===== src/rtl/core/lru_pkg.sv =====
// shared types and constants for the lru page replacement stack
package lru_pkg;

	localparam int MAX_FRAMES = 8;
	localparam int PAGE_BITS  = 16;
	localparam int IDX_W      = (MAX_FRAMES > 1) ? $clog2(MAX_FRAMES) : 1;
	localparam int OCC_W      = $clog2(MAX_FRAMES + 1);
	localparam int FRAMES_W   = 4;
	localparam int POS_W      = 3;
	localparam int COUNT_W    = 16;

	typedef struct packed {
		logic [PAGE_BITS-1:0] page_number;
		logic                 last_reference;
	} lru_req_t;

	typedef struct packed {
		logic               hit;
		logic [POS_W-1:0]   hit_position;
		logic [COUNT_W-1:0] miss_count;
		logic               final_res;
	} lru_res_t;

	typedef struct packed {
		logic step;
		logic cfg_write;
	} lru_cmd_t;

	typedef struct packed {
		logic last_ref;
	} lru_status_t;

endpackage


===== src/rtl/core/lru_ctrl.sv =====
// controller for the lru page replacement stack
module lru_ctrl
	import lru_pkg::*;
(
	input  logic        clk,
	input  logic        arst_n,
	input  logic        start,
	input  logic        cfg_we,
	input  lru_status_t status,
	output lru_cmd_t    cmd,
	output logic        busy,
	output logic        done
);

	localparam logic ST_EMPTY  = 1'b0;
	localparam logic ST_STRING = 1'b1;

	logic state_q;
	logic state_d;
	logic done_q;

	// one reference per cycle, so never held off
	assign busy          = 1'b0;
	assign cmd.step      = start & ~busy;
	assign cmd.cfg_write = cfg_we;
	assign done          = done_q;

	always_comb begin
		state_d = state_q;
		case (state_q)
			ST_EMPTY: begin
				if (cmd.step && !status.last_ref) state_d = ST_STRING;
			end
			ST_STRING: begin
				if (cmd.step && status.last_ref) state_d = ST_EMPTY;
			end
			default: state_d = ST_EMPTY;
		endcase
	end

	always_ff @(posedge clk or negedge arst_n) begin
		if (!arst_n) begin
			state_q <= ST_EMPTY;
			done_q  <= 1'b0;
		end else begin
			state_q <= state_d;
			done_q  <= cmd.step;
		end
	end

endmodule


===== src/rtl/core/lru_dpath.sv =====
// datapath: recency stack, compare, shift, miss counter and result register
module lru_dpath
	import lru_pkg::*;
(
	input  logic                clk,
	input  logic                arst_n,
	input  lru_cmd_t            cmd,
	input  lru_req_t            request,
	input  logic [FRAMES_W-1:0] cfg_wdata,
	output lru_status_t         status,
	output lru_res_t            result
);

	logic [PAGE_BITS-1:0] stack_q [MAX_FRAMES];
	logic [PAGE_BITS-1:0] stack_d [MAX_FRAMES];
	logic [OCC_W-1:0]     occ_q;
	logic [COUNT_W-1:0]   miss_q;
	logic [FRAMES_W-1:0]  frames_q;
	lru_res_t             result_q;

	logic [OCC_W-1:0]     frames_eff;
	logic [OCC_W-1:0]     occ_eff;
	logic [OCC_W-1:0]     occ_next;
	logic [OCC_W-1:0]     top;
	logic [MAX_FRAMES-1:0] match;
	logic                 found;
	logic [IDX_W-1:0]     pos;
	logic [COUNT_W-1:0]   miss_next;

	assign status.last_ref = request.last_reference;
	assign result          = result_q;

	always_comb begin
		if (frames_q == '0)
			frames_eff = OCC_W'(1);
		else if (32'(frames_q) > MAX_FRAMES)
			frames_eff = OCC_W'(MAX_FRAMES);
		else
			frames_eff = OCC_W'(frames_q);
		occ_eff = (occ_q < frames_eff) ? occ_q : frames_eff;
	end

	// parallel compare against valid entries, lowest position wins
	always_comb begin
		found = 1'b0;
		pos   = '0;
		for (int i = 0; i < MAX_FRAMES; i++) begin
			match[i] = (OCC_W'(i) < occ_eff) && (stack_q[i] == request.page_number);
		end
		for (int i = MAX_FRAMES - 1; i >= 0; i--) begin
			if (match[i]) begin
				found = 1'b1;
				pos   = IDX_W'(i);
			end
		end
	end

	always_comb begin
		top = (occ_eff < frames_eff) ? occ_eff : frames_eff - OCC_W'(1);
		if (found) begin
			occ_next  = occ_eff;
			miss_next = miss_q;
		end else begin
			occ_next  = (occ_eff < frames_eff) ? occ_eff + OCC_W'(1) : occ_eff;
			miss_next = (miss_q == '1) ? miss_q : miss_q + COUNT_W'(1);
		end
		stack_d[0] = request.page_number;
		for (int i = 1; i < MAX_FRAMES; i++) begin
			if (found)
				stack_d[i] = (OCC_W'(i) <= OCC_W'(pos)) ? stack_q[i-1] : stack_q[i];
			else
				stack_d[i] = (OCC_W'(i) <= top) ? stack_q[i-1] : stack_q[i];
		end
	end

	always_ff @(posedge clk or negedge arst_n) begin
		if (!arst_n) begin
			occ_q    <= '0;
			miss_q   <= '0;
			frames_q <= FRAMES_W'(3);
		end else begin
			if (cmd.cfg_write) frames_q <= cfg_wdata;
			if (cmd.step) begin
				occ_q  <= request.last_reference ? '0 : occ_next;
				miss_q <= request.last_reference ? '0 : miss_next;
			end
		end
	end

	always_ff @(posedge clk) begin
		if (cmd.step) begin
			for (int i = 0; i < MAX_FRAMES; i++) stack_q[i] <= stack_d[i];
			result_q.hit          <= found;
			result_q.hit_position <= POS_W'(pos);
			result_q.miss_count   <= miss_next;
			result_q.final_res    <= request.last_reference;
		end
	end

endmodule


===== src/rtl/core/lru_page_replacement.sv =====
// top level of the lru page replacement recency stack
//
// usage
// - a reference (page number and last flag) is transferred at a rising edge
//   with start high and busy low; busy never rises, so one reference may be
//   transferred every cycle
// - each reference gives exactly one result: hit, hit position, running miss
//   count and the final flag, shown on result for one cycle with done high,
//   in the cycle after the reference was transferred
// - throughput is one reference per cycle: all stack entries are compared in
//   parallel and the shift of the recency stack happens in the same edge
// - the receiver cannot stall; results must be taken as they appear
// - frames_in_use is written through cfg_we / cfg_wdata while no reference is
//   in flight; 0 acts as one frame, values above the stack depth as the depth
// - reset clears the occupancy, the miss counter and the done strobe and sets
//   frames_in_use to 3; stack contents stay unknown until written
// - after a reference marked last, the stack empties and the counter clears
module lru_page_replacement
	import lru_pkg::*;
(
	input  logic                clk,
	input  logic                arst_n,
	input  logic                start,
	output logic                busy,
	input  lru_req_t            request,
	output logic                done,
	output lru_res_t            result,
	input  logic                cfg_we,
	input  logic [FRAMES_W-1:0] cfg_wdata
);

	lru_cmd_t    cmd;
	lru_status_t status;

	// sequencing: accept, update and result strobe
	lru_ctrl u_ctrl (
		.clk    (clk),
		.arst_n (arst_n),
		.start  (start),
		.cfg_we (cfg_we),
		.status (status),
		.cmd    (cmd),
		.busy   (busy),
		.done   (done)
	);

	// recency stack with compare, shift and counters
	lru_dpath u_dpath (
		.clk       (clk),
		.arst_n    (arst_n),
		.cmd       (cmd),
		.request   (request),
		.cfg_wdata (cfg_wdata),
		.status    (status),
		.result    (result)
	);

endmodule


===== config.mk =====
export PLATFORM = sky130hd
export DESIGN_NAME = lru_page_replacement
export DESIGN_NICKNAME = d
export VERILOG_FILES = /design/src/rtl/core/lru_pkg.sv /design/src/rtl/core/lru_ctrl.sv /design/src/rtl/core/lru_dpath.sv /design/src/rtl/core/lru_page_replacement.sv
export SDC_FILE = /design/constraint.sdc
export NUM_CORES = 1
export LEC_CHECK = 0
export BUFFER_PORTS_ARGS = -buffer_cell sky130_fd_sc_hd__buf_2
export CAP_MARGIN = 10
export CORE_MARGIN = 3
export CORE_UTILIZATION = 61
export CTS_BUF_LIST = sky130_fd_sc_hd__clkbuf_8
export CTS_CLUSTER_DIAMETER = 200
export DETAILED_ROUTE_END_ITERATION = 10
export PLACE_DENSITY = 0.81
export RECOVER_POWER = 50
export SYNTH_ARGS = -nofsm -noshare
export SYNTH_HDL_FRONTEND = slang
export SYNTH_HIERARCHICAL = 1
export SYNTH_SLANG_ARGS = --single-unit

===== constraint.sdc =====
create_clock -name clk -period 11.2 [get_ports clk]
set_clock_uncertainty 0.2 [all_clocks]
set_input_delay 0 -clock clk [delete_from_list [all_inputs] [get_ports clk]]
set_output_delay 0 -clock clk [all_outputs]
set_load 0.005 [all_outputs]

=== Word-level counts from Yosys, hierarchy flattened ===
Memories as Yosys holds them, arrays and structs flattened.
Index checks and enable logic that the tools add are counted.

* Word-level logic and storage cells: 104
* Output and inout port bits: 23
* Register bits: 46
* Memories: 1
* Memory bits (writable): 128

{| class="wikitable"
|+ Memory list
! name !! depth !! bits a word !! rd ports !! clocked after memory_dff !! wr ports !! line !! RTL
|-
| u_dpath.stack_q || 8 || 16 || 8 || 0 || 8 || lru_dpath.sv:14 || <nowiki>logic [PAGE_BITS-1:0] stack_q [MAX_FRAMES];</nowiki>
|}

* $add $sub $neg: 3
* Mux-type cells: 49
* Eq/ne operators: 9
* Reductions and logical operators: 9
* $lt $le $gt $ge: 25

{| class="wikitable"
|+ Operators with widths
! kind !! count
|-
| $mux 16 || 24
|-
| $eq 16x16->1 || 8
|-
| $mux 4 || 7
|-
| $mux 3 || 8
|-
| $add 16x1->16 const B || 1
|-
| $eq 16x16->1 const B || 1
|-
| $le 3x4->1 const A || 4
|-
| $lt 3x4->1 const A || 4
|-
| $le 3x3->1 const A || 4
|-
| $mux 1 || 10
|-
| $le 2x4->1 const A || 2
|-
| $logic_and 1x1->1 || 8
|-
| $lt 1x4->1 const A || 2
|-
| $lt 2x4->1 const A || 2
|-
| $lt 4x4->1 || 2
|-
| $le 2x3->1 const A || 2
|-
| $add 4x1->4 const B || 1
|-
| $gt 4x4->1 const B || 1
|-
| $le 1x4->1 const A || 1
|-
| $logic_not 4->1 || 1
|-
| $sub 4x1->4 const B || 1
|-
| $le 1x3->1 const A || 1
|}

=== Logic depth before layout (Yosys ltp) ===
Gate-level depths: netlist of run 1.

* Depth in word-level cells: 18
* Gate-level depth with buffers: 18
* Gate-level depth less buffers: 16

=== Cells and area by module ===
Netlist of run 1, hierarchy kept.

{| class="wikitable"
|+ Modules (own cells, without submodules)
! module !! area an instance (sq um) !! seq. area each (sq um) !! cells an instance !! times used
|-
| lru_dpath || 8423.1 || 5077.4 || 639 || 1
|-
| lru_ctrl || 51.3 || 25.0 || 5 || 1
|}

=== Worst setup path after synthesis of run 1 ===
Ideal clock, no wire load.

* Kind: register -> register
* From: register, netlist name u_dpath/frames_q[3]
* To: memory u_dpath.stack_q[6][0] (netlist: u_dpath/stack_q[1][32]), enable pin
* Required time: 10627 ps
* Arrival: 4799 ps
* Clock period less this slack: 5372 ps
* Buffers on the path: 1
* Path slack: 5828 ps
* Stages on the path, launching flop included: 16
* Path through: dfrtp_1 > buf_6 > nor2b_1 > inv_1 > ha_1 > o211a_1 > o41a_1 > nor2_1 > o21ai_0 > ha_1 > a41oi_1 > o21ai_0 > mux2_2 > inv_1 > a31oi_1 > o2111a_1

{| class="wikitable"
|+ RTL lines
! element !! line
|-
| end, declared || lru_dpath.sv:14
|}

==> results.md, run 1 <==
* Crit. Startpoint: u_dpath/frames_q[3]
* CP Max Fanout at 18
* Worst reg2reg endpoint: u_dpath/stack_q[1][46]
* Layout Nets at 742
* Antenna Cells at 0
* Clock Latency Late Sink at 450 ps
* Worst setup slack after layout at 5350 ps
* Status: finished with violations
* Buffers on Ports at 46
* Slew HR at -82.6%
* Req. time, crit path at 11,090 ps
* Slew Viols, Final at 56
* Number of cell rows at 42
* Final hold violation count at 0
* Avg Cell Area, Syn at 13.2 sq um
* Leak pwr at 3.21 nW
* First-pass GRT wire length at 28,400 um
* Routed wire length at 18,200 um
* Fillers at 947
* DR WL met3 at 914 um
* Setup WS pre-CTS at 5430 ps
* Power share of the combinational group at 22.7%
* CTS Buffer Depth at 2
* Dpl hpwl at 12,700 um
* CTS root buffer: clkbuf_8
* Min-delay src: cfg_we
* Largest net degree at the start of global routing at 56
* Overflow after GRT at 0
* Hold Crit Class: input pin to flip-flop
* Final period utilization at 52.3%
* Final setup violating endpoints at 0
* RSZ-0062 raised after global routing: no
* Vias in the first global route at 5,502
* Cells on worst reg2reg path at 14
* Sequential Area at 5100 sq um
* Crit path kind: flip-flop to flip-flop
* Placed insts at 833
* Die Height at 124 um
* Sequential power share at 55.9%
* Total Power at 1.77 mW
* Initial Util at 63.2%
* Gpl congestion at 0.909
* Number of buffers created by CTS at 17
* Die area at 15,300 sq um
* DRT antenna net count at 0
* Total track usage at 24.8%
* R2R setup slack at 5350 ps
* DRC Markers at 0
* Initial antenna violation count at 0
* Crit path capture: u_dpath/stack_q[1][46]
* Startpoint types: flip-flop
* M1 wire length at 7690 um
* Clock power share at 21.4%
* Multi-input combinational cell area at 3090 sq um
* Max-cap violations at 1
* Synthesis warning total at 6
* Vias at 5,487
* Worst r2r src: u_dpath/frames_q[3]
* P_sw at 559 uW
* Die width at 124 um
* Fin cells at 894
* # IOs at 48
* Sw Ratio at 31.7%
* Crit path time final at 5850 ps
* Violated checks: capacitance limit, slew limit
* DR WL/cell at 20.3 um
* Clk sinks at 174
* CTS H-tree lvls at 4
* Via/cell ratio at 6.14
* Syn_nets at 679
* Mapped Area at 8470 sq um
* WL met2 at 9140 um
* Max Used Layer: met4
* Hold_ws at 163 ps
* Peak supply drop at 0.119 mV
* Clk pin slew, worst setup/hold paths at 80 ps
* TritonRoute pass-1 iters at 6
* TritonCTS clock tree: built
* Share of cells above drive strength 1 at 9.33%
* Iter 0 DRT Violations at 504
* Area grow syn2layout at 10.0%
* Worst Setup End Kind: flip-flop
* Worst Tran Pin Value at 2740 ps
* Cell area power density at 190 nW/um^2
* Core area at 13,400 sq um
* Fmax at 0.171 GHz
* Critical Path AT at 5740 ps
* Gate Count Post-Synth at 643
* Int Pwr at 1.21 mW
* Setup_tns at 0 ps
[how the worst min path moves through the flow]
| stage | end | slack [ps] | depth (start not counted) |
|---|---|---|---|
| 2_1_floorplan | u_ctrl/done | -500 | 0 |
| 4_1_cts | u_dpath/frames_q[3] | 130 | 3 |
| 3_3_place_gp | u_dpath/occ_q[2] | -150 | 1 |
| 3_5_place_dp | u_dpath/frames_q[2] | -140 | 1 |
| 6_report | u_dpath/frames_q[3] | 160 | 3 |
| 5_1_grt | u_dpath/frames_q[3] | 180 | 3 |
[through the flow]
step | cell area [sq um] | util (%)
finish | 9320 | 69.5
global route | 9320 | 69.5
CTS | 9380 | 70.0
detailed placement | 8740 | 65.3
global placement | 8740 | 65.3
floorplan | 8470 | -
[sequential cells by signal (all words and copies together) (netlist names)]
name,flops
u_dpath/stack_q,128
u_dpath/result,21
u_dpath/miss_q,16
u_dpath/frames_q,4
u_dpath/occ_q,4
u_ctrl/done,1
[routing by layer]
layer | vias to the layer above | global-route usage [%]
met1 | 2741 | 32.1
met2 | 198 | 41.7
li1 | 2507 | -
met3 | 41 | 5.00
met5 | - | 0
met4 | 0 | 8.93
[timing repair]
action,in CTS,in global routing
hold buffers,30,0
hold endpoints to repair,76,0
resized for setup,0,0
buffers inserted,0,0
[power by group through the flow]
| stage | Sequential (mW) | Clock, mW | Combinational [mW] |
|---|---|---|---|
| 3_5_place_dp | 0.999 | 0 | 0.388 |
| 6_report | 0.987 | 0.378 | 0.400 |
| 2_1_floorplan | 0.972 | 0 | 0.293 |
| 4_1_cts | 0.985 | 0.385 | 0.400 |
| 5_1_grt | 1.00 | 0.409 | 0.434 |
| 3_3_place_gp | 0.985 | 0 | 0.374 |
[layout by cell type (no fill, tap or decap), types with 9 or more instances in the layout]
cell type	count
nor2b_1	9
inv_1	22
nand3_1	22
dlygate4sd3_1	29
nand4_1	25
xnor2_1	92
edfxtp_1	149
clkbuf_8	17
nor2_1	27
nor3_1	9
a21oi_1	13
nand2_1	25
o21ai_0	10
clkbuf_1	39
nor4_1	18
xor2_1	49
ha_1	11
dfrtp_1	23
[layout make-up]
cell class	count	area share, %
flip-flops and latches	174	54.8
multi-input cells	413	33.2
repair buffers	79	5.32
clock buffers	17	2.51
well taps	176	2.36
clock inverters	14	1.01
inverters	21	0.846
[critical path: stages, from the launching register on]
cell and delay, ps:
dfrtp_1 530, nor2b_1 470, inv_1 150, ha_1 350, o211a_1 200, o41a_1 230
nor2_1 80, o21ai_0 500, ha_1 340, a41oi_1 270, o21ai_0 230, mux2_2 310
inv_1 50, a31oi_2 820, o2111a_1 750
No activity file was read; power rests on OpenSTA's default activity.
==> run 2: changes to the inputs <==
--- a/config.mk
+++ b/config.mk
@@ -8,11 +8,11 @@
 export BUFFER_PORTS_ARGS = -buffer_cell sky130_fd_sc_hd__buf_2
 export CAP_MARGIN = 10
 export CORE_MARGIN = 3
-export CORE_UTILIZATION = 61
+export CORE_UTILIZATION = 57
 export CTS_BUF_LIST = sky130_fd_sc_hd__clkbuf_8
 export CTS_CLUSTER_DIAMETER = 200
 export DETAILED_ROUTE_END_ITERATION = 10
-export PLACE_DENSITY = 0.81
+export PLACE_DENSITY = 0.79
 export RECOVER_POWER = 50
 export SYNTH_ARGS = -nofsm -noshare
 export SYNTH_HDL_FRONTEND = slang
==> constraint.sdc (replaced) <==
create_clock -name clk -period 5.3 [get_ports clk]
set_clock_uncertainty 0.2 [all_clocks]
set_input_delay 0 -clock clk [delete_from_list [all_inputs] [get_ports clk]]
set_output_delay 0 -clock clk [all_outputs]
set_load 0.005 [all_outputs]
==> results.md, run 2 (synthesized netlist as in run 1, its figures left out) <==
* Status: complete, no violations
* Share of cells above drive strength 1 at 11.8% (+2.5 points)
* Number of buffers created by CTS at 17 (unchanged)
* Initial Util at 59.6% (-3.6 points)
* Worst Setup End Kind: flip-flop
* Req. time, crit path at 5210 ps (-5880 ps)
* Overflow after GRT at 0 (unchanged)
* Routed wire length at 17,400 um (-4.3%)
* Leak pwr at 3.28 nW (+2.1%)
* Critical Path AT at 4800 ps (-940 ps)
* DR WL/cell at 19.3 um (-5.0%)
* Die width at 128 um (+3.3%)
* Slew Viols, Final at 0 (-100%)
* Die area at 16,400 sq um (+6.7%)
* Clock Latency Late Sink at 460 ps (about the same)
* Worst r2r src: u_dpath/frames_q[3]
* Area grow syn2layout at 11.1%
* Min-delay src: cfg_we
* Max FFs per register at 128 (unchanged)
* Setup_tns at 0 ps (unchanged)
* CP Max Fanout at 16 (-2)
* Hold Crit Class: input pin to flip-flop
* Initial antenna violation count at 0 (unchanged)
* Post-layout util at 66.2% (-3.3 points)
* Most frequent cells in the layout: edfxtp_1, xnor2_1, xor2_1
* Final setup violating endpoints at 0 (unchanged)
* Largest net degree at the start of global routing at 40 (-29%)
* Slew HR at 9.82% (+92 points)
* Vias at 5,318 (-3.1%)
* Multi-input combinational cell area at 3120 sq um (+0.81%)
* First-pass GRT wire length at 27,800 um (-2.1%)
* Cell area power density at 400 nW/um^2 (+110%)
* Total track usage at 22.0% (-2.8 points)
* Commonest non-fill, non-tap cell in the layout: edfxtp_1
* RSZ-0062 raised after global routing: no
* Worst reg2reg endpoint: u_dpath/stack_q[0][37]
* Placed insts at 839 (+0.72%)
* Crit path kind: flip-flop to flip-flop
* Final period utilization at 92.1% (+40 points)
* Setup bufs post-CTS at 0 (unchanged)
* TritonCTS clock tree: built
* TritonRoute pass-1 iters at 5 (-1)
* Dpl hpwl at 12,300 um (-3.0%)
* DRT antenna net count at 0 (unchanged)
* CTS H-tree lvls at 4 (unchanged)
* Buffers on Ports at 46 (unchanged)
* Layout Nets at 745 (+0.40%)
* Fmax at 0.205 GHz (+20%)
* Crit path capture: u_dpath/stack_q[0][37]
* Fin cells at 901 (+0.78%)
* Vias in the first global route at 5,425 (-1.4%)
* Number of cell rows at 43 (+2.4%)
* DRC Markers at 0 (unchanged)
* Crit path time final at 4880 ps (-970 ps)
* Final hold violation count at 0 (unchanged)
* R2R setup slack at 420 ps (-4930 ps)
* Antenna Cells at 0 (unchanged)
* Iter 0 DRT Violations at 475 (-5.8%)
* Clock power share at 22.3% (+0.9 points)
* CTS Buffer Depth at 2 (unchanged)
* Max-cap violations at 0 (-1)
* # IOs at 48 (unchanged)
* P_sw at 1.16 mW (+110%)
* Startpoint types: flip-flop
* Sw Ratio at 30.8% (-0.89 points)
* Cells on worst reg2reg path at 15 (+1)
* Largest Register: u_dpath/stack_q
* Die Height at 128 um (+3.3%)
* Sequential power share at 55.2% (-0.7 points)
* Worst Tran Pin Value at 1350 ps (-1390 ps)
* Core area at 14,200 sq um (+6.0%)
* Int Pwr at 2.60 mW (+120%)
* Power share of the combinational group at 22.5% (-0.2 points)
* Clk sinks at 174 (unchanged)
* Crit. Startpoint: u_dpath/frames_q[3]
* Fillers at 1,058 (+12%)
* Via/cell ratio at 5.90 (-3.8%)
* CTS root buffer: clkbuf_8
* Clk pin slew, worst setup/hold paths at 80 ps (about the same)
* Gpl congestion at 0.947 (+4.1%)
* Peak supply drop at 0.294 mV (+150%)
* Sequential Area at 5100 sq um (unchanged)
[run 2: changes by cell type in the layout (fill, tap and decap cells not counted), moves of 2 or more]
| cell | change |
|---|---|
| inv_6 | -2 |
| clkinv_4 | +3 |
| o2111a_2 | +2 |
| buf_2 | +10 |
| buf_4 | +3 |
| clkbuf_1 | -11 |
| o2111a_1 | -2 |
[run 2: repair_timing]
item                                    4_1_cts  5_1_grt
endpoints found under the setup margin        0       74
hold endpoints to repair                     76        0
resized for setup                             0        5
hold buffers                                 30        0
[run 2: worst min-delay path by stage]
stage | cells after the start | endpoint
2_1_floorplan | 0 | u_ctrl/done
3_3_place_gp | 1 | u_dpath/frames_q[2]
3_5_place_dp | 1 | u_dpath/frames_q[2]
4_1_cts | 3 | u_dpath/frames_q[3]
5_1_grt | 3 | u_dpath/frames_q[3]
6_report | 3 | u_dpath/frames_q[3]
[run 2: power by group through the flow]
stage	Sequential, mW	Combinational, mW	Clock [mW]
after floorplan	2.05	0.621	0
after global placement	2.08	0.784	0
after detailed placement	2.10	0.813	0
after CTS	2.07	0.838	0.846
after global routing	2.11	0.927	0.903
final	2.08	0.845	0.836
[run 2: worst max-delay path: stages, from the launching register on]
cell and delay, ps:
dfrtp_1 580, inv_1 160, nand2_1 180, ha_1 270, o211a_1 270, o41a_1 160, nor2_1 180, o21ai_0 270
ha_1 310, or2_2 320, a21oi_1 130, a21boi_0 190, nor4_4 350, and3_4 420, nand2_2 90, o211a_1 470
[run 2: metrics by stage]
stage / worst slack (ps) / hold slack [ps] / power [mW] / cell area, sq um
after floorplan: 126 / -496 / 2.67 / 8470
after global placement: 464 / -153 / 2.86 / 8760
after detailed placement: 258 / -151 / 2.92 / 8760
after CTS: 234 / 114 / 3.76 / 9430
after global routing: 14.0 / 174 / 3.94 / 9400
final: 417 / 145 / 3.76 / 9400
[run 2: cell type report]
type                       instances  share of cell area (%)
clock buffer                      17                    2.49
tap                              180                    2.40
multi-input combinational        414                    33.1
sequential                       174                    54.3
inverter                          21                   0.838
clock inverter                    14                    1.28
timing repair buffer              81                    5.60
[run 2: per-layer routing]
metal / up-vias / global-route usage, % / part of all wire [%]
li1: 2520 / - / -
met1: 2623 / 28.7 / 43
met2: 150 / 36.0 / 50
met3: 25 / 5.25 / 4.7
met4: 0 / 8.05 / 2.0
met5: - / 0 / 0
